File: config.mk
export PLATFORM = sky130hd
export DESIGN_NAME = linear_ccd_exposure_control_unit
export DESIGN_NICKNAME = d
export VERILOG_FILES = /design/src/hdl/ccdae_pkg.sv /design/src/hdl/ccdae_front.sv /design/src/hdl/ccdae_queue.sv /design/src/hdl/ccdae_div.sv /design/src/hdl/ccdae_back.sv /design/src/hdl/linear_ccd_exposure_control_unit.sv
export SDC_FILE = /design/constraint.sdc
export NUM_CORES = 1
export LEC_CHECK = 0
export BUFFER_PORTS_ARGS = -buffer_cell sky130_fd_sc_hd__buf_2
export CAP_MARGIN = 40
export CORE_ASPECT_RATIO = 1.5
export CORE_MARGIN = 2
export CORE_UTILIZATION = 25
export DETAILED_ROUTE_END_ITERATION = 7
export PLACE_DENSITY = 0.52
export REMOVE_ABC_BUFFERS = 1
export SETUP_SLACK_MARGIN = 0.3
export SYNTH_ARGS = -nofsm -noshare
export SYNTH_HDL_FRONTEND = slang
export SYNTH_HIERARCHICAL = 1
export SYNTH_SLANG_ARGS = --single-unit
File: constraint.sdc
create_clock -name clock -period 5.35 [get_ports clock]
set_input_delay 0.535 -clock clock [delete_from_list [all_inputs] [get_ports clock]]
set_output_delay 0.535 -clock clock [all_outputs]
set_load 0.005 [all_outputs]
File: src/hdl/ccdae_pkg.sv
// Shared types and constants for the exposure control unit.
// No dependencies.
`timescale 1ns / 1ps

package ccdae_pkg;

   localparam int LEVEL_W     = 12;
   localparam int WSTART_W    = 7;
   localparam int WEND_W      = 8;
   localparam int PIX_W       = 8;
   localparam int IDX_W       = 7;
   localparam int TICKS_W     = 5;
   localparam int SUM_W       = 15;
   localparam int CSR_INDEX_W = 3;
   localparam int CSR_DATA_W  = 12;
   localparam int QUEUE_DEPTH = 2;

   // register indexes on the csr port
   localparam logic [CSR_INDEX_W-1:0] CSR_TARGET_LEVEL = 3'd0;
   localparam logic [CSR_INDEX_W-1:0] CSR_LOWER_MARGIN = 3'd1;
   localparam logic [CSR_INDEX_W-1:0] CSR_UPPER_MARGIN = 3'd2;
   localparam logic [CSR_INDEX_W-1:0] CSR_WINDOW_START = 3'd3;
   localparam logic [CSR_INDEX_W-1:0] CSR_WINDOW_END   = 3'd4;

   localparam logic [LEVEL_W-1:0]  TARGET_LEVEL_RST = 12'd2500;
   localparam logic [LEVEL_W-1:0]  LOWER_MARGIN_RST = 12'd500;
   localparam logic [LEVEL_W-1:0]  UPPER_MARGIN_RST = 12'd200;
   localparam logic [WSTART_W-1:0] WINDOW_START_RST = 7'd0;
   localparam logic [WEND_W-1:0]   WINDOW_END_RST   = 8'd128;

   localparam logic [SUM_W-1:0] SUM_MAX = 15'h7fff;

   typedef struct packed {
      logic [LEVEL_W-1:0]  target_level;
      logic [LEVEL_W-1:0]  lower_margin;
      logic [LEVEL_W-1:0]  upper_margin;
      logic [WSTART_W-1:0] window_start;
      logic [WEND_W-1:0]   window_end;
   } cfg_type;

   // classified request as it travels from front to back
   typedef struct packed {
      logic             is_tick;
      logic             in_window;
      logic             is_last;
      logic [PIX_W-1:0] pixel_value;
   } item_type;

   typedef struct packed {
      logic               start_exposure;
      logic               start_readout;
      logic               frame_done;
      logic [PIX_W-1:0]   mean_level;
      logic [TICKS_W-1:0] exposure_ticks;
      logic [TICKS_W-1:0] phase;
   } result_type;

endpackage

File: src/hdl/ccdae_front.sv
// Front end: accepts requests, classifies tick / pixel / last pixel and window hit.
// Depends on ccdae_pkg.
`timescale 1ns / 1ps

module ccdae_front #(
   parameter int PIXELS = 128
) (
   input  logic                                 clock,
   input  logic                                 reset,
   input  logic                                 req_valid,
   output logic                                 req_stall,
   input  logic                                 req_mode,
   input  logic [ccdae_pkg::PIX_W-1:0]          req_pixel_value,
   input  logic [ccdae_pkg::IDX_W-1:0]          req_pixel_index,
   input  ccdae_pkg::cfg_type                   cfg,
   output logic                                 push,
   output ccdae_pkg::item_type                  push_item,
   input  logic                                 queue_full
);
   import ccdae_pkg::*;

   localparam logic [8:0] LAST_INDEX = 9'(PIXELS - 1);

   logic     valid_ff, valid_in;
   item_type item_ff, item_in;
   logic     accept;

   assign push      = valid_ff && !queue_full;
   assign push_item = item_ff;
   assign req_stall = valid_ff && queue_full;
   assign accept    = req_valid && !req_stall;

   always_comb begin
      item_in = item_ff;
      if (accept) begin
         item_in.is_tick     = !req_mode;
         item_in.in_window   = ({1'b0, req_pixel_index} >= {1'b0, cfg.window_start}) &&
                               ({1'b0, req_pixel_index} <  cfg.window_end);
         item_in.is_last     = req_mode && ({2'b00, req_pixel_index} == LAST_INDEX);
         item_in.pixel_value = req_pixel_value;
      end
      valid_in = accept || (valid_ff && queue_full);
   end

   always_ff @(posedge clock) begin
      if (reset) begin
         valid_ff <= 1'b0;
      end else begin
         valid_ff <= valid_in;
      end
      item_ff <= item_in;
   end

endmodule

File: src/hdl/ccdae_queue.sv
// Two-entry request queue between front and back.
// Depends on ccdae_pkg.
`timescale 1ns / 1ps

module ccdae_queue (
   input  logic                clock,
   input  logic                reset,
   input  logic                push,
   input  ccdae_pkg::item_type push_item,
   output logic                full,
   input  logic                pop,
   output logic                head_valid,
   output ccdae_pkg::item_type head_item
);
   import ccdae_pkg::*;

   localparam int PTR_W = $clog2(QUEUE_DEPTH);
   localparam int CNT_W = $clog2(QUEUE_DEPTH + 1);
   localparam logic [CNT_W-1:0] DEPTH_CNT = CNT_W'(QUEUE_DEPTH);
   localparam logic [PTR_W-1:0] LAST_PTR  = PTR_W'(QUEUE_DEPTH - 1);

   item_type         entry_ff [QUEUE_DEPTH];
   logic [PTR_W-1:0] wr_ptr_ff, wr_ptr_in;
   logic [PTR_W-1:0] rd_ptr_ff, rd_ptr_in;
   logic [CNT_W-1:0] count_ff, count_in;
   logic             do_push, do_pop;

   assign full       = (count_ff == DEPTH_CNT);
   assign head_valid = (count_ff != '0);
   assign head_item  = entry_ff[rd_ptr_ff];
   assign do_push    = push && !full;
   assign do_pop     = pop && head_valid;

   always_comb begin
      wr_ptr_in = wr_ptr_ff;
      rd_ptr_in = rd_ptr_ff;
      count_in  = count_ff;
      if (do_push) begin
         wr_ptr_in = (wr_ptr_ff == LAST_PTR) ? '0 : wr_ptr_ff + 1'b1;
      end
      if (do_pop) begin
         rd_ptr_in = (rd_ptr_ff == LAST_PTR) ? '0 : rd_ptr_ff + 1'b1;
      end
      if (do_push && !do_pop) begin
         count_in = count_ff + 1'b1;
      end else if (do_pop && !do_push) begin
         count_in = count_ff - 1'b1;
      end
   end

   always_ff @(posedge clock) begin
      if (reset) begin
         wr_ptr_ff <= '0;
         rd_ptr_ff <= '0;
         count_ff  <= '0;
      end else begin
         wr_ptr_ff <= wr_ptr_in;
         rd_ptr_ff <= rd_ptr_in;
         count_ff  <= count_in;
      end
   end

   always_ff @(posedge clock) begin
      if (do_push) begin
         entry_ff[wr_ptr_ff] <= push_item;
      end
   end

endmodule

File: src/hdl/ccdae_div.sv
// Restoring divider, one quotient bit per cycle: window sum / window length.
// Depends on ccdae_pkg.
`timescale 1ns / 1ps

module ccdae_div (
   input  logic                                clock,
   input  logic                                reset,
   input  logic                                start,
   input  logic [ccdae_pkg::SUM_W-1:0]         dividend,
   input  logic [ccdae_pkg::WEND_W-1:0]        divisor,
   output logic                                done,
   output logic [ccdae_pkg::SUM_W-1:0]         quotient
);
   import ccdae_pkg::*;

   localparam int CNT_W = $clog2(SUM_W);
   localparam logic [CNT_W-1:0] LAST_STEP = CNT_W'(SUM_W - 1);

   logic                busy_ff, busy_in;
   logic                done_ff, done_in;
   logic [CNT_W-1:0]    cnt_ff, cnt_in;
   logic [WEND_W-1:0]   rem_ff, rem_in;
   logic [WEND_W-1:0]   div_ff, div_in;
   logic [SUM_W-1:0]    quo_ff, quo_in;
   logic [WEND_W:0]     trial;
   logic [WEND_W:0]     diff;
   logic                fits;

   assign trial    = {rem_ff, quo_ff[SUM_W-1]};
   assign diff     = trial - {1'b0, div_ff};
   assign fits     = (trial >= {1'b0, div_ff});
   assign done     = done_ff;
   assign quotient = quo_ff;

   always_comb begin
      busy_in = busy_ff;
      done_in = 1'b0;
      cnt_in  = cnt_ff;
      rem_in  = rem_ff;
      div_in  = div_ff;
      quo_in  = quo_ff;
      if (start) begin
         busy_in = 1'b1;
         cnt_in  = '0;
         rem_in  = '0;
         div_in  = divisor;
         quo_in  = dividend;
      end else if (busy_ff) begin
         // remainder stays below the divisor, so the low bits hold it
         rem_in = fits ? diff[WEND_W-1:0] : trial[WEND_W-1:0];
         quo_in = {quo_ff[SUM_W-2:0], fits};
         cnt_in = cnt_ff + 1'b1;
         if (cnt_ff == LAST_STEP) begin
            busy_in = 1'b0;
            done_in = 1'b1;
         end
      end
   end

   always_ff @(posedge clock) begin
      if (reset) begin
         busy_ff <= 1'b0;
         done_ff <= 1'b0;
      end else begin
         busy_ff <= busy_in;
         done_ff <= done_in;
      end
      cnt_ff <= cnt_in;
      rem_ff <= rem_in;
      div_ff <= div_in;
      quo_ff <= quo_in;
   end

endmodule

File: src/hdl/ccdae_back.sv
// Back end: frame phase, window sum, exposure time update and result register.
// Depends on ccdae_pkg and ccdae_div.
`timescale 1ns / 1ps

module ccdae_back #(
   parameter int PERIOD = 20
) (
   input  logic                   clock,
   input  logic                   reset,
   input  ccdae_pkg::cfg_type     cfg,
   input  logic                   head_valid,
   input  ccdae_pkg::item_type    head_item,
   output logic                   pop,
   output logic                   rsp_valid,
   input  logic                   rsp_stall,
   output ccdae_pkg::result_type  rsp
);
   import ccdae_pkg::*;

   localparam logic [TICKS_W-1:0] PERIOD_T = TICKS_W'(PERIOD);
   localparam logic [TICKS_W:0]   PERIOD_X = (TICKS_W + 1)'(PERIOD);

   typedef enum logic [2:0] {
      ST_IDLE   = 3'b001,
      ST_DIVIDE = 3'b010,
      ST_ADJUST = 3'b100
   } state_type;

   state_type          state_ff, state_in;
   logic [TICKS_W-1:0] phase_ff, phase_in;
   logic [TICKS_W-1:0] itime_ff, itime_in;
   logic [SUM_W-1:0]   sum_ff, sum_in;
   logic [PIX_W-1:0]   mean_ff, mean_in;
   logic               rsp_valid_ff, rsp_valid_in;
   result_type         rsp_ff, rsp_in;

   logic               out_free;
   logic [TICKS_W-1:0] phase_base, phase_inc, phase_new;
   logic signed [6:0]  point;
   logic               expo, readout;
   logic [SUM_W:0]     sum_add;
   logic [SUM_W-1:0]   sum_sat, sum_new;
   logic [WEND_W:0]    len;
   logic               len_pos;
   logic               div_start, div_done;
   logic [SUM_W-1:0]   div_quo;
   logic signed [13:0] err, lower_neg, upper_pos;
   logic               dec, inc;
   logic [TICKS_W:0]   t_step, t_adj;
   logic [TICKS_W-1:0] itime_new;

   assign out_free  = !rsp_valid_ff || !rsp_stall;
   assign pop       = (state_ff == ST_IDLE) && head_valid && out_free;
   assign rsp_valid = rsp_valid_ff;
   assign rsp       = rsp_ff;

   // tick path; a phase at or above the period wraps as if at the period
   assign phase_base = (phase_ff >= PERIOD_T) ? '0 : phase_ff;
   assign phase_inc  = phase_base + 1'b1;
   assign point      = $signed({2'b00, PERIOD_T}) - $signed({2'b00, itime_ff});
   assign expo       = (point >= 7'sd2) && (point == $signed({2'b00, phase_inc}));
   assign readout    = (phase_inc == PERIOD_T);
   assign phase_new  = readout ? '0 : phase_inc;

   // pixel path, saturating sum
   assign sum_add = {1'b0, sum_ff} + {{(SUM_W + 1 - PIX_W){1'b0}}, head_item.pixel_value};
   assign sum_sat = sum_add[SUM_W] ? SUM_MAX : sum_add[SUM_W-1:0];
   assign sum_new = head_item.in_window ? sum_sat : sum_ff;

   assign len       = {1'b0, cfg.window_end} - {2'b00, cfg.window_start};
   assign len_pos   = !len[WEND_W] && (len != '0);
   assign div_start = pop && !head_item.is_tick && head_item.is_last && len_pos;

   ccdae_div u_div (
      .clock    (clock),
      .reset    (reset),
      .start    (div_start),
      .dividend (sum_new),
      .divisor  (len[WEND_W-1:0]),
      .done     (div_done),
      .quotient (div_quo)
   );

   // time update from the registered mean
   assign err       = $signed({2'b00, cfg.target_level}) - $signed({6'b0, mean_ff});
   assign lower_neg = -$signed({2'b00, cfg.lower_margin});
   assign upper_pos = $signed({2'b00, cfg.upper_margin});
   assign dec       = (err < lower_neg);
   assign inc       = (err > upper_pos);

   always_comb begin
      t_step = {1'b0, itime_ff};
      if (dec) begin
         t_step = (itime_ff == '0) ? PERIOD_X : {1'b0, itime_ff} - 1'b1;
      end
      t_adj = inc ? t_step + 1'b1 : t_step;
      if (t_adj == '0) begin
         itime_new = TICKS_W'(1);
      end else if (t_adj > PERIOD_X) begin
         itime_new = PERIOD_T;
      end else begin
         itime_new = t_adj[TICKS_W-1:0];
      end
   end

   always_comb begin
      state_in     = state_ff;
      phase_in     = phase_ff;
      itime_in     = itime_ff;
      sum_in       = sum_ff;
      mean_in      = mean_ff;
      rsp_in       = rsp_ff;
      rsp_valid_in = rsp_valid_ff && rsp_stall;
      case (state_ff)
         ST_IDLE: begin
            if (pop) begin
               if (head_item.is_tick) begin
                  phase_in     = phase_new;
                  rsp_in       = '{expo, readout, 1'b0, mean_ff, itime_ff, phase_new};
                  rsp_valid_in = 1'b1;
               end else if (!head_item.is_last) begin
                  sum_in       = sum_new;
                  rsp_in       = '{1'b0, 1'b0, 1'b0, mean_ff, itime_ff, phase_ff};
                  rsp_valid_in = 1'b1;
               end else begin
                  sum_in = '0;
                  if (len_pos) begin
                     state_in = ST_DIVIDE;
                  end else begin
                     mean_in  = '0;
                     state_in = ST_ADJUST;
                  end
               end
            end
         end
         ST_DIVIDE: begin
            if (div_done) begin
               mean_in  = (div_quo > SUM_W'(255)) ? 8'hff : div_quo[PIX_W-1:0];
               state_in = ST_ADJUST;
            end
         end
         ST_ADJUST: begin
            // result slot is empty here: it was free when the request was taken
            itime_in     = itime_new;
            rsp_in       = '{1'b0, 1'b0, 1'b1, mean_ff, itime_new, phase_ff};
            rsp_valid_in = 1'b1;
            state_in     = ST_IDLE;
         end
         default: begin
            state_in = ST_IDLE;
         end
      endcase
   end

   always_ff @(posedge clock) begin
      if (reset) begin
         state_ff     <= ST_IDLE;
         phase_ff     <= '0;
         itime_ff     <= '0;
         sum_ff       <= '0;
         mean_ff      <= '0;
         rsp_valid_ff <= 1'b0;
      end else begin
         state_ff     <= state_in;
         phase_ff     <= phase_in;
         itime_ff     <= itime_in;
         sum_ff       <= sum_in;
         mean_ff      <= mean_in;
         rsp_valid_ff <= rsp_valid_in;
      end
      rsp_ff <= rsp_in;
   end

endmodule

File: src/hdl/linear_ccd_exposure_control_unit.sv
// Exposure control unit for a linear image sensor. Tick and pixel requests pass
// through the front register, the queue and the back result register; the back
// end takes one request per cycle while idle with an empty or unstalled result slot.
// The last pixel of a frame runs the 15-step serial divider for the window mean
// when the window is non-empty. Synchronous active-high reset clears control,
// phase, time, sum and mean state, and loads the register defaults.
`timescale 1ns / 1ps

module linear_ccd_exposure_control_unit #(
   parameter int PERIOD = 20,
   parameter int PIXELS = 128
) (
   input  logic                                 clock,
   input  logic                                 reset,
   input  logic                                 req_valid,
   output logic                                 req_stall,
   input  logic                                 req_mode,
   input  logic [ccdae_pkg::PIX_W-1:0]          req_pixel_value,
   input  logic [ccdae_pkg::IDX_W-1:0]          req_pixel_index,
   output logic                                 rsp_valid,
   input  logic                                 rsp_stall,
   output logic                                 rsp_start_exposure,
   output logic                                 rsp_start_readout,
   output logic                                 rsp_frame_done,
   output logic [ccdae_pkg::PIX_W-1:0]          rsp_mean_level,
   output logic [ccdae_pkg::TICKS_W-1:0]        rsp_exposure_ticks,
   output logic [ccdae_pkg::TICKS_W-1:0]        rsp_phase,
   input  logic                                 csr_write_enable,
   input  logic [ccdae_pkg::CSR_INDEX_W-1:0]    csr_index,
   input  logic [ccdae_pkg::CSR_DATA_W-1:0]     csr_write_data
);
   import ccdae_pkg::*;

   cfg_type    cfg_ff, cfg_in;
   logic       push, queue_full, pop, head_valid;
   item_type   push_item, head_item;
   result_type rsp;

   always_comb begin
      cfg_in = cfg_ff;
      if (csr_write_enable) begin
         case (csr_index)
            CSR_TARGET_LEVEL: cfg_in.target_level = csr_write_data;
            CSR_LOWER_MARGIN: cfg_in.lower_margin = csr_write_data;
            CSR_UPPER_MARGIN: cfg_in.upper_margin = csr_write_data;
            CSR_WINDOW_START: cfg_in.window_start = csr_write_data[WSTART_W-1:0];
            CSR_WINDOW_END:   cfg_in.window_end   = csr_write_data[WEND_W-1:0];
            default: begin
               cfg_in = cfg_ff;
            end
         endcase
      end
   end

   always_ff @(posedge clock) begin
      if (reset) begin
         cfg_ff <= '{TARGET_LEVEL_RST, LOWER_MARGIN_RST, UPPER_MARGIN_RST,
                    WINDOW_START_RST, WINDOW_END_RST};
      end else begin
         cfg_ff <= cfg_in;
      end
   end

   ccdae_front #(
      .PIXELS (PIXELS)
   ) u_front (
      .clock           (clock),
      .reset           (reset),
      .req_valid       (req_valid),
      .req_stall       (req_stall),
      .req_mode        (req_mode),
      .req_pixel_value (req_pixel_value),
      .req_pixel_index (req_pixel_index),
      .cfg             (cfg_ff),
      .push            (push),
      .push_item       (push_item),
      .queue_full      (queue_full)
   );

   ccdae_queue u_queue (
      .clock      (clock),
      .reset      (reset),
      .push       (push),
      .push_item  (push_item),
      .full       (queue_full),
      .pop        (pop),
      .head_valid (head_valid),
      .head_item  (head_item)
   );

   ccdae_back #(
      .PERIOD (PERIOD)
   ) u_back (
      .clock      (clock),
      .reset      (reset),
      .cfg        (cfg_ff),
      .head_valid (head_valid),
      .head_item  (head_item),
      .pop        (pop),
      .rsp_valid  (rsp_valid),
      .rsp_stall  (rsp_stall),
      .rsp        (rsp)
   );

   assign rsp_start_exposure = rsp.start_exposure;
   assign rsp_start_readout  = rsp.start_readout;
   assign rsp_frame_done     = rsp.frame_done;
   assign rsp_mean_level     = rsp.mean_level;
   assign rsp_exposure_ticks = rsp.exposure_ticks;
   assign rsp_phase          = rsp.phase;

endmodule

# Yosys cells after proc, flatten, opt, wreduce, memory -nomap -nowiden
# Memory sizes are Yosys's and may differ from the RTL's. A register that Yosys moved wholly into a read port is not among the register bits.
# Cells that the tools add are included.
word_totals:
  register_bits: 162
  ramBits: 22
  in_bits: 36
  output_inout_bits: 23
  wordCells: 169
  n_memories: 1
op_classes:
  addsub: 14
  n_lt_le_gt_ge: 9
  n_eq_ne: 18
  n_mux: 46
  bitwise: 2
  reduce_logical: 48
memory_table:
  columns: ["name", "words", "width", "read_ports", "rd_ports_with_merged_regs", "wr", "line", "rtl"]
  rows:
  - ["u_queue.entry_ff", 2, 11, 1, 1, 1, "ccdae_queue.sv:22", "item_type entry_ff [QUEUE_DEPTH];"]
op_table:
  columns: ["cell", "count"]
  rows:
  - ["$mux 15", 5]
  - ["$mux 21", 3]
  - ["$mux 8", 7]
  - ["$pmux 21 s2", 1]
  - ["$mux 5", 4]
  - ["$mux 6", 3]
  - ["$logic_and 1x1->1", 17]
  - ["$add 15x8->16", 1]
  - ["$pmux 8 s2", 1]
  - ["$gt 15x8->1 const B", 1]
  - ["$mux 3", 5]
  - ["$gt 14x13->1", 1]
  - ["$lt 14x14->1", 1]
  - ["$neg 12->14", 1]
  - ["$mux 1", 13]
  - ["$sub 12x8->13", 1]
  - ["$reduce_and 2->1", 5]
  - ["$reduce_bool 2->1", 5]
  - ["$eq 3x2->1 const B", 3]
  - ["$ge 9x8->1", 1]
  - ["$logic_not 1->1", 9]
  - ["$reduce_and 3->1", 3]
  - ["$reduce_bool 9->1", 1]
  - ["$sub 8x7->9", 1]
  - ["other kinds (35)", 44]

# Logic depth before layout (Yosys ltp)
logic_depth:
  word_depth: 9
  ltp_mapped: 27

# Modules after synthesis
# Netlist, hierarchy kept.
modules_own_cells:
  columns: ["mod", "n_inst", "cells_each", "area_each_um2", "seq_area_each_um2"]
  rows:
  - ["ccdae_back", 1, 646, 5226.3, 1371.3]
  - ["linear_ccd_exposure_control_unit", 1, 192, 2048.2, 1021.0]
  - ["ccdae_div", 1, 172, 1913.1, 970.9]
  - ["ccdae_queue", 1, 59, 1009.7, 760.7]
  - ["ccdae_front", 1, 66, 723.2, 350.3]

# Least setup slack after synthesis
# OpenSTA, ideal clock, no wires.
synth_timing:
  path_type: "register -> register"
  start: "register cfg_ff[39] (netlist name)"
  end: "register u_back.itime_ff[2]"
  t_arrival_ns: 5.382
  t_required_ns: 5.235
  setup_slack_ns: -0.147
  path_stages_with_launch: 26
  synth_period_minus_slack_ns: 5.497
  path_cell_list: "dfxtp_1 -> inv_1 -> ha_1 -> fa_1 -> nor2b_1 -> o2111ai_1 -> a41oi_1 -> nor2_1 -> xor2_1 -> ha_1 -> a21oi_1 -> nand2_1 -> o31ai_1 -> a31oi_1 -> o41a_1 -> or4_1 -> and2_1 -> inv_1 -> ha_1 -> nor4_1 -> mux2i_1 -> nand3b_1 -> o21ai_0 -> a2111oi_0 -> o41ai_2 -> and2_1"
synth_between:
  elab_chain_len: 8
  word_cells_on_any_way: 10
  classes_between: "add/sub (2); order compare (3); mux (4); reduce/logical (1)"
synth_rtl:
  columns: ["item", "line", "rtl"]
  rows:
  - ["start, declared", "linear_ccd_exposure_control_unit.sv:34", "cfg_type cfg_ff, cfg_in;"]
  - ["start signal, assigned", "linear_ccd_exposure_control_unit.sv:57", "cfg_ff <= '{TARGET_LEVEL_RST, LOWER_MARGIN_RST, UPPER_MARGIN_RST,"]
  - ["start signal, assigned", "linear_ccd_exposure_control_unit.sv:60", "cfg_ff <= cfg_in;"]
  - ["$sub 12x8->13 *", "ccdae_back.sv:85", "assign err = $signed({2'b00, cfg.target_level}) - $signed({6'b0, mean_ff});"]
  - ["$lt 14x14->1", "ccdae_back.sv:88", "assign dec = (err < lower_neg);"]
  - ["$mux 6", "ccdae_back.sv:93", "if (dec) begin"]
  - ["$add 6x1->6", "ccdae_back.sv:96", "t_adj = inc ? t_step + 1'b1 : t_step;"]
  - ["$mux 6 *", "ccdae_back.sv:96", null]
  - ["$gt 6x5->1", "ccdae_back.sv:99", "end else if (t_adj > PERIOD_X) begin"]
  - ["$mux 5", "ccdae_back.sv:99", null]
  - ["$mux 5 *", "ccdae_back.sv:97", "if (t_adj == '0) begin"]
  - ["end signal, assigned", "ccdae_back.sv:166", "itime_ff <= itime_in;"]
  - ["end, declared", "ccdae_back.sv:31", "logic [TICKS_W-1:0] itime_ff, itime_in;"]
# Every way passes the cells marked *; elsewhere a longest branch is shown, timed or not.
# A chain may end at the register's enable or synchronous reset.

==> flow_metrics.py <==
metrics = {
    "worst_setup_path": {
        "critPathCaptureType": "flop",
        "critPathTopFamily": "compound AO/OA/AOI/OAI gates",
        "reg2reg_depth": 27,
        "r2r_end": "u_back/rsp[7]",
        "critPathLaunchType": "flop",
        "crit_end": "u_back/rsp[7]",
        "r2r_start": "cfg_ff[39]",
        "r2r_slack_ns": -0.18,
        "cp.depth": 27,
        "crit_start": "cfg_ff[39]",
        "crit_type": "flop to flop",
        "slowest_delay_ns": 0.54,
        "critPathBufInv": 5,
        "required_ns": 5.52,
        "crit_top_cell": "buf_4",
        "crit_arrival_ns": 5.70,
        "worstPathMaxFanout": 6,
        "cp_slowest_cell": "or4_4",
    },
    "synth": {
        "yosysWarnings": 6,
        "ys.flop_type": "dfxtp_1",
        "synth_top_area_frac": 0.212,
        "synthesis.area_um2": 10900,
        "synth_area_per_cell_um2": 9.62,
        "synthTopCellsByArea": "edfxtp_1 21%, dfxtp_1 20%, ha_1 8.7%",
        "syn-instance-count": 1135,
        "yosys.cell_types.count": 91,
        "synth_edf_count": 77,
        "seq_area_frac_synth": 0.410,
        "yosysMostFrequentCell": "nor2_1",
        "synthArstFlopShare": 0,
        "ys_top_cells_by_count": "119 x nor2_1, 108 x dfxtp_1, 97 x inv_1",
        "yosysTopAreaCell": "edfxtp_1",
        "ys_seq_elements": 185,
    },
    "routing": {
        "remaining_drc_errors": 0,
        "routed_via_density": 4.70,
        "vias": 8601,
        "wl_per_cell_um": 15.1,
        "dr.pass1.iters": 5,
        "wl_mm": 27.7,
        "drtAntennaViolNets": 0,
        "first_iter_violations": 336,
    },
    "placed_design": {
        "place_area_um2": 12300,
        "port_buffers": 58,
        "place_congestion": 0.871,
        "hpwlAfterDp_mm": 21.6,
    },
    "final_layout": {
        "utilization": 0.305,
        "area_delta_synth_final_pct": 20.1,
        "antenna_cells": 0,
        "nets": 1362,
        "layout-drive-gt1-share": 0.191,
        "fill_cells": 4552,
        "final_area_um2": 13100,
    },
    "clocking": {
        "cts_buffer_depth": 2,
        "cts-root-buf": "clkbuf_16",
        "cts_tree": "built",
        "cts_hold_repair.buffers": 0,
        "htree_levels": 4,
        "insertion_delay_ns": 0.45,
        "cts_sinks": 185,
        "clk_pin_slew_ns": 0.08,
        "numCtsBuffers": 17,
    },
    "flow_run": {
        "cap_violations": 0,
    },
    "global_route": {
        "grt_overflow": 0,
        "first_global_vias": 8825,
        "grt_usage": 0.124,
        "grt_max_degree": 48,
        "grt_pass1_wl_mm": 44.9,
        "antenna_found_initial": 0,
    },
    "timing": {
        "slew_headroom": 0.447,
        "max_freq_mhz": 181,
        "hold_ws_ns": 0.255,
        "setup_ws_ns": -0.176,
        "worst_pin_slew_ns": 0.829,
        "clock_skew_ns": 0.0127,
        "slew_violations": 0,
        "setup_viol": 5,
        "fin_crit_ns": 5.53,
        "rsz0062_at_grt": "yes",
        "timing.final.crit_share": 1.03,
        "hold_viol": 0,
    },
    "power": {
        "swShare": 0.346,
        "p_leak_nw": 5.23,
        "seq_power_share": 0.423,
        "ir_worst_vdd_mv": 0.183,
        "pwr_density_cell_nw_per_um2": 342,
        "intPower_mw": 2.93,
        "power.share.clock": 0.272,
        "p_sw_mw": 1.55,
        "combPwrFrac": 0.305,
    },
    "die": {
        "die_h_um": 260,
        "dieArea_um2": 45400,
        "rows": 93,
        "fp.dieW_um": 175,
        "io_pins": 59,
        "core_area_um2": 43100,
        "start_util": 0.254,
    },
    "run_status": {
        "status": "complete, but fails checks",
        "violations": "setup timing",
    },
    "worst_hold_path": {
        "hp-class": "input port to flop",
    },
}
[through the flow]
step / TNS (ns) / total power [mW] / instances / setup slack (ns)
after floorplan: -0.408 / 2.79 / 1098 / -0.149
after global placement: -1.84 / 3.23 / 1786 / -0.357
after detailed placement: -2.88 / 3.28 / 1788 / -0.513
after CTS: -0.266 / 4.53 / 1824 / -0.0912
after global routing: -3.46 / 4.77 / 1829 / -0.484
final: -0.733 / 4.48 / 1829 / -0.176
[worst min-delay path by stage]
stage                               startpoint  depth (start not counted)  slack [ns]                      to
after detailed placement     u_back/mean_ff[5]                          0        0.43          u_back/rsp[15]
after floorplan              u_back/mean_ff[2]                          0        0.41          u_back/rsp[12]
final                       req_pixel_value[1]                          1        0.26    u_front/push_item[1]
after global placement    u_front/push_item[8]                          0        0.43  u_queue/entry_ff[0][8]
after CTS                   req_pixel_value[1]                          1        0.23    u_front/push_item[1]
after global routing        req_pixel_value[1]                          1        0.23    u_front/push_item[1]
[layer usage]
layer	wire length [um]	GRT usage
met1	10900	0.129
met2	15300	0.244
met3	668	0.0200
met4	803	0.0507
met5	0	0
[worst reg2reg max path: stages, from the launching register on]
cell	delay, ns
dfxtp_2	0.34
inv_2	0.04
ha_4	0.15
fa_2	0.36
nor2b_4	0.14
o2111ai_2	0.14
a41oi_2	0.21
buf_4	0.16
nor3_4	0.05
xor2_2	0.16
ha_1	0.29
nand4_1	0.11
buf_4	0.13
a211oi_4	0.04
o21a_1	0.15
o2111a_1	0.13
o41a_1	0.46
or4_4	0.54
and2_4	0.16
inv_2	0.06
ha_4	0.22
nor4_4	0.24
mux2i_1	0.13
a21oi_1	0.15
a22oi_1	0.13
a221oi_2	0.34
buf_4	0.17
o41ai_4	0.08
[kinds of logic after synthesis]
kind of cell / Yosys count / share of synthesized area
and+or+nand+nor: 379 / 0.183
adders and majority gates: 80 / 0.0944
AOI/OAI and AO/OA: 221 / 0.143
DFF: 185 / 0.410
xor gates and xnor gates: 52 / 0.0430
buffers and inverters: 134 / 0.0474
muxes: 84 / 0.0801
[power by group through the flow]
stage	combinational, mW	sequential, mW	clock, mW
floorplan	0.908	1.88	0
global placement	1.30	1.93	0
detailed placement	1.35	1.93	0
CTS	1.37	1.90	1.26
global route	1.53	1.93	1.31
finish	1.37	1.89	1.22
[sequential cells by signal, summed over array words and instances, names as in the netlist, 2 cells and up, named ones only]
register / flops
u_back/itime_ff: 5
u_front/push_item: 11
cfg_ff: 51
u_back/u_div/div_ff: 8
u_queue/count_ff: 2
u_back/mean_ff: 8
u_back/u_div/rem_ff: 8
u_back/u_div/cnt_ff: 4
u_back/state_ff: 3
u_queue/entry_ff: 22
u_back/phase_ff: 5
u_back/u_div/quotient: 15
u_back/rsp: 21
u_back/sum_ff: 15
[cells in the final DEF, fill, tap and decap left out, drive strengths merged, types with 41 or more instances in the layout]
cell    count
a21oi      41
buf       129
dfxtp     108
edfxtp     77
ha         76
inv       102
mux2i      57
nand2      51
nand2b     62
nor2      119
o21ai      52
[timing repair]
item / 4_1_cts / 5_1_grt
buffers inserted: 4 / 5
pin swaps: 23 / 21
endpoints found under the hold margin: 0 / 0
gates cloned: 0 / 0
resized for setup: 25 / 21
setup endpoints to repair: 10 / 10
[area by class of cell]
type / instances / area [um^2] / share of cell area
clock buffer: 18 / 429 / 0.0327
clock inverter: 14 / 138 / 0.0105
inverter: 97 / 364 / 0.0278
multi-input combinational: 816 / 6150 / 0.469
sequential: 185 / 4480 / 0.341
tap: 570 / 713 / 0.0544
timing repair buffer: 129 / 846 / 0.0645
Note: power is estimated with default switching activity, not from simulation.
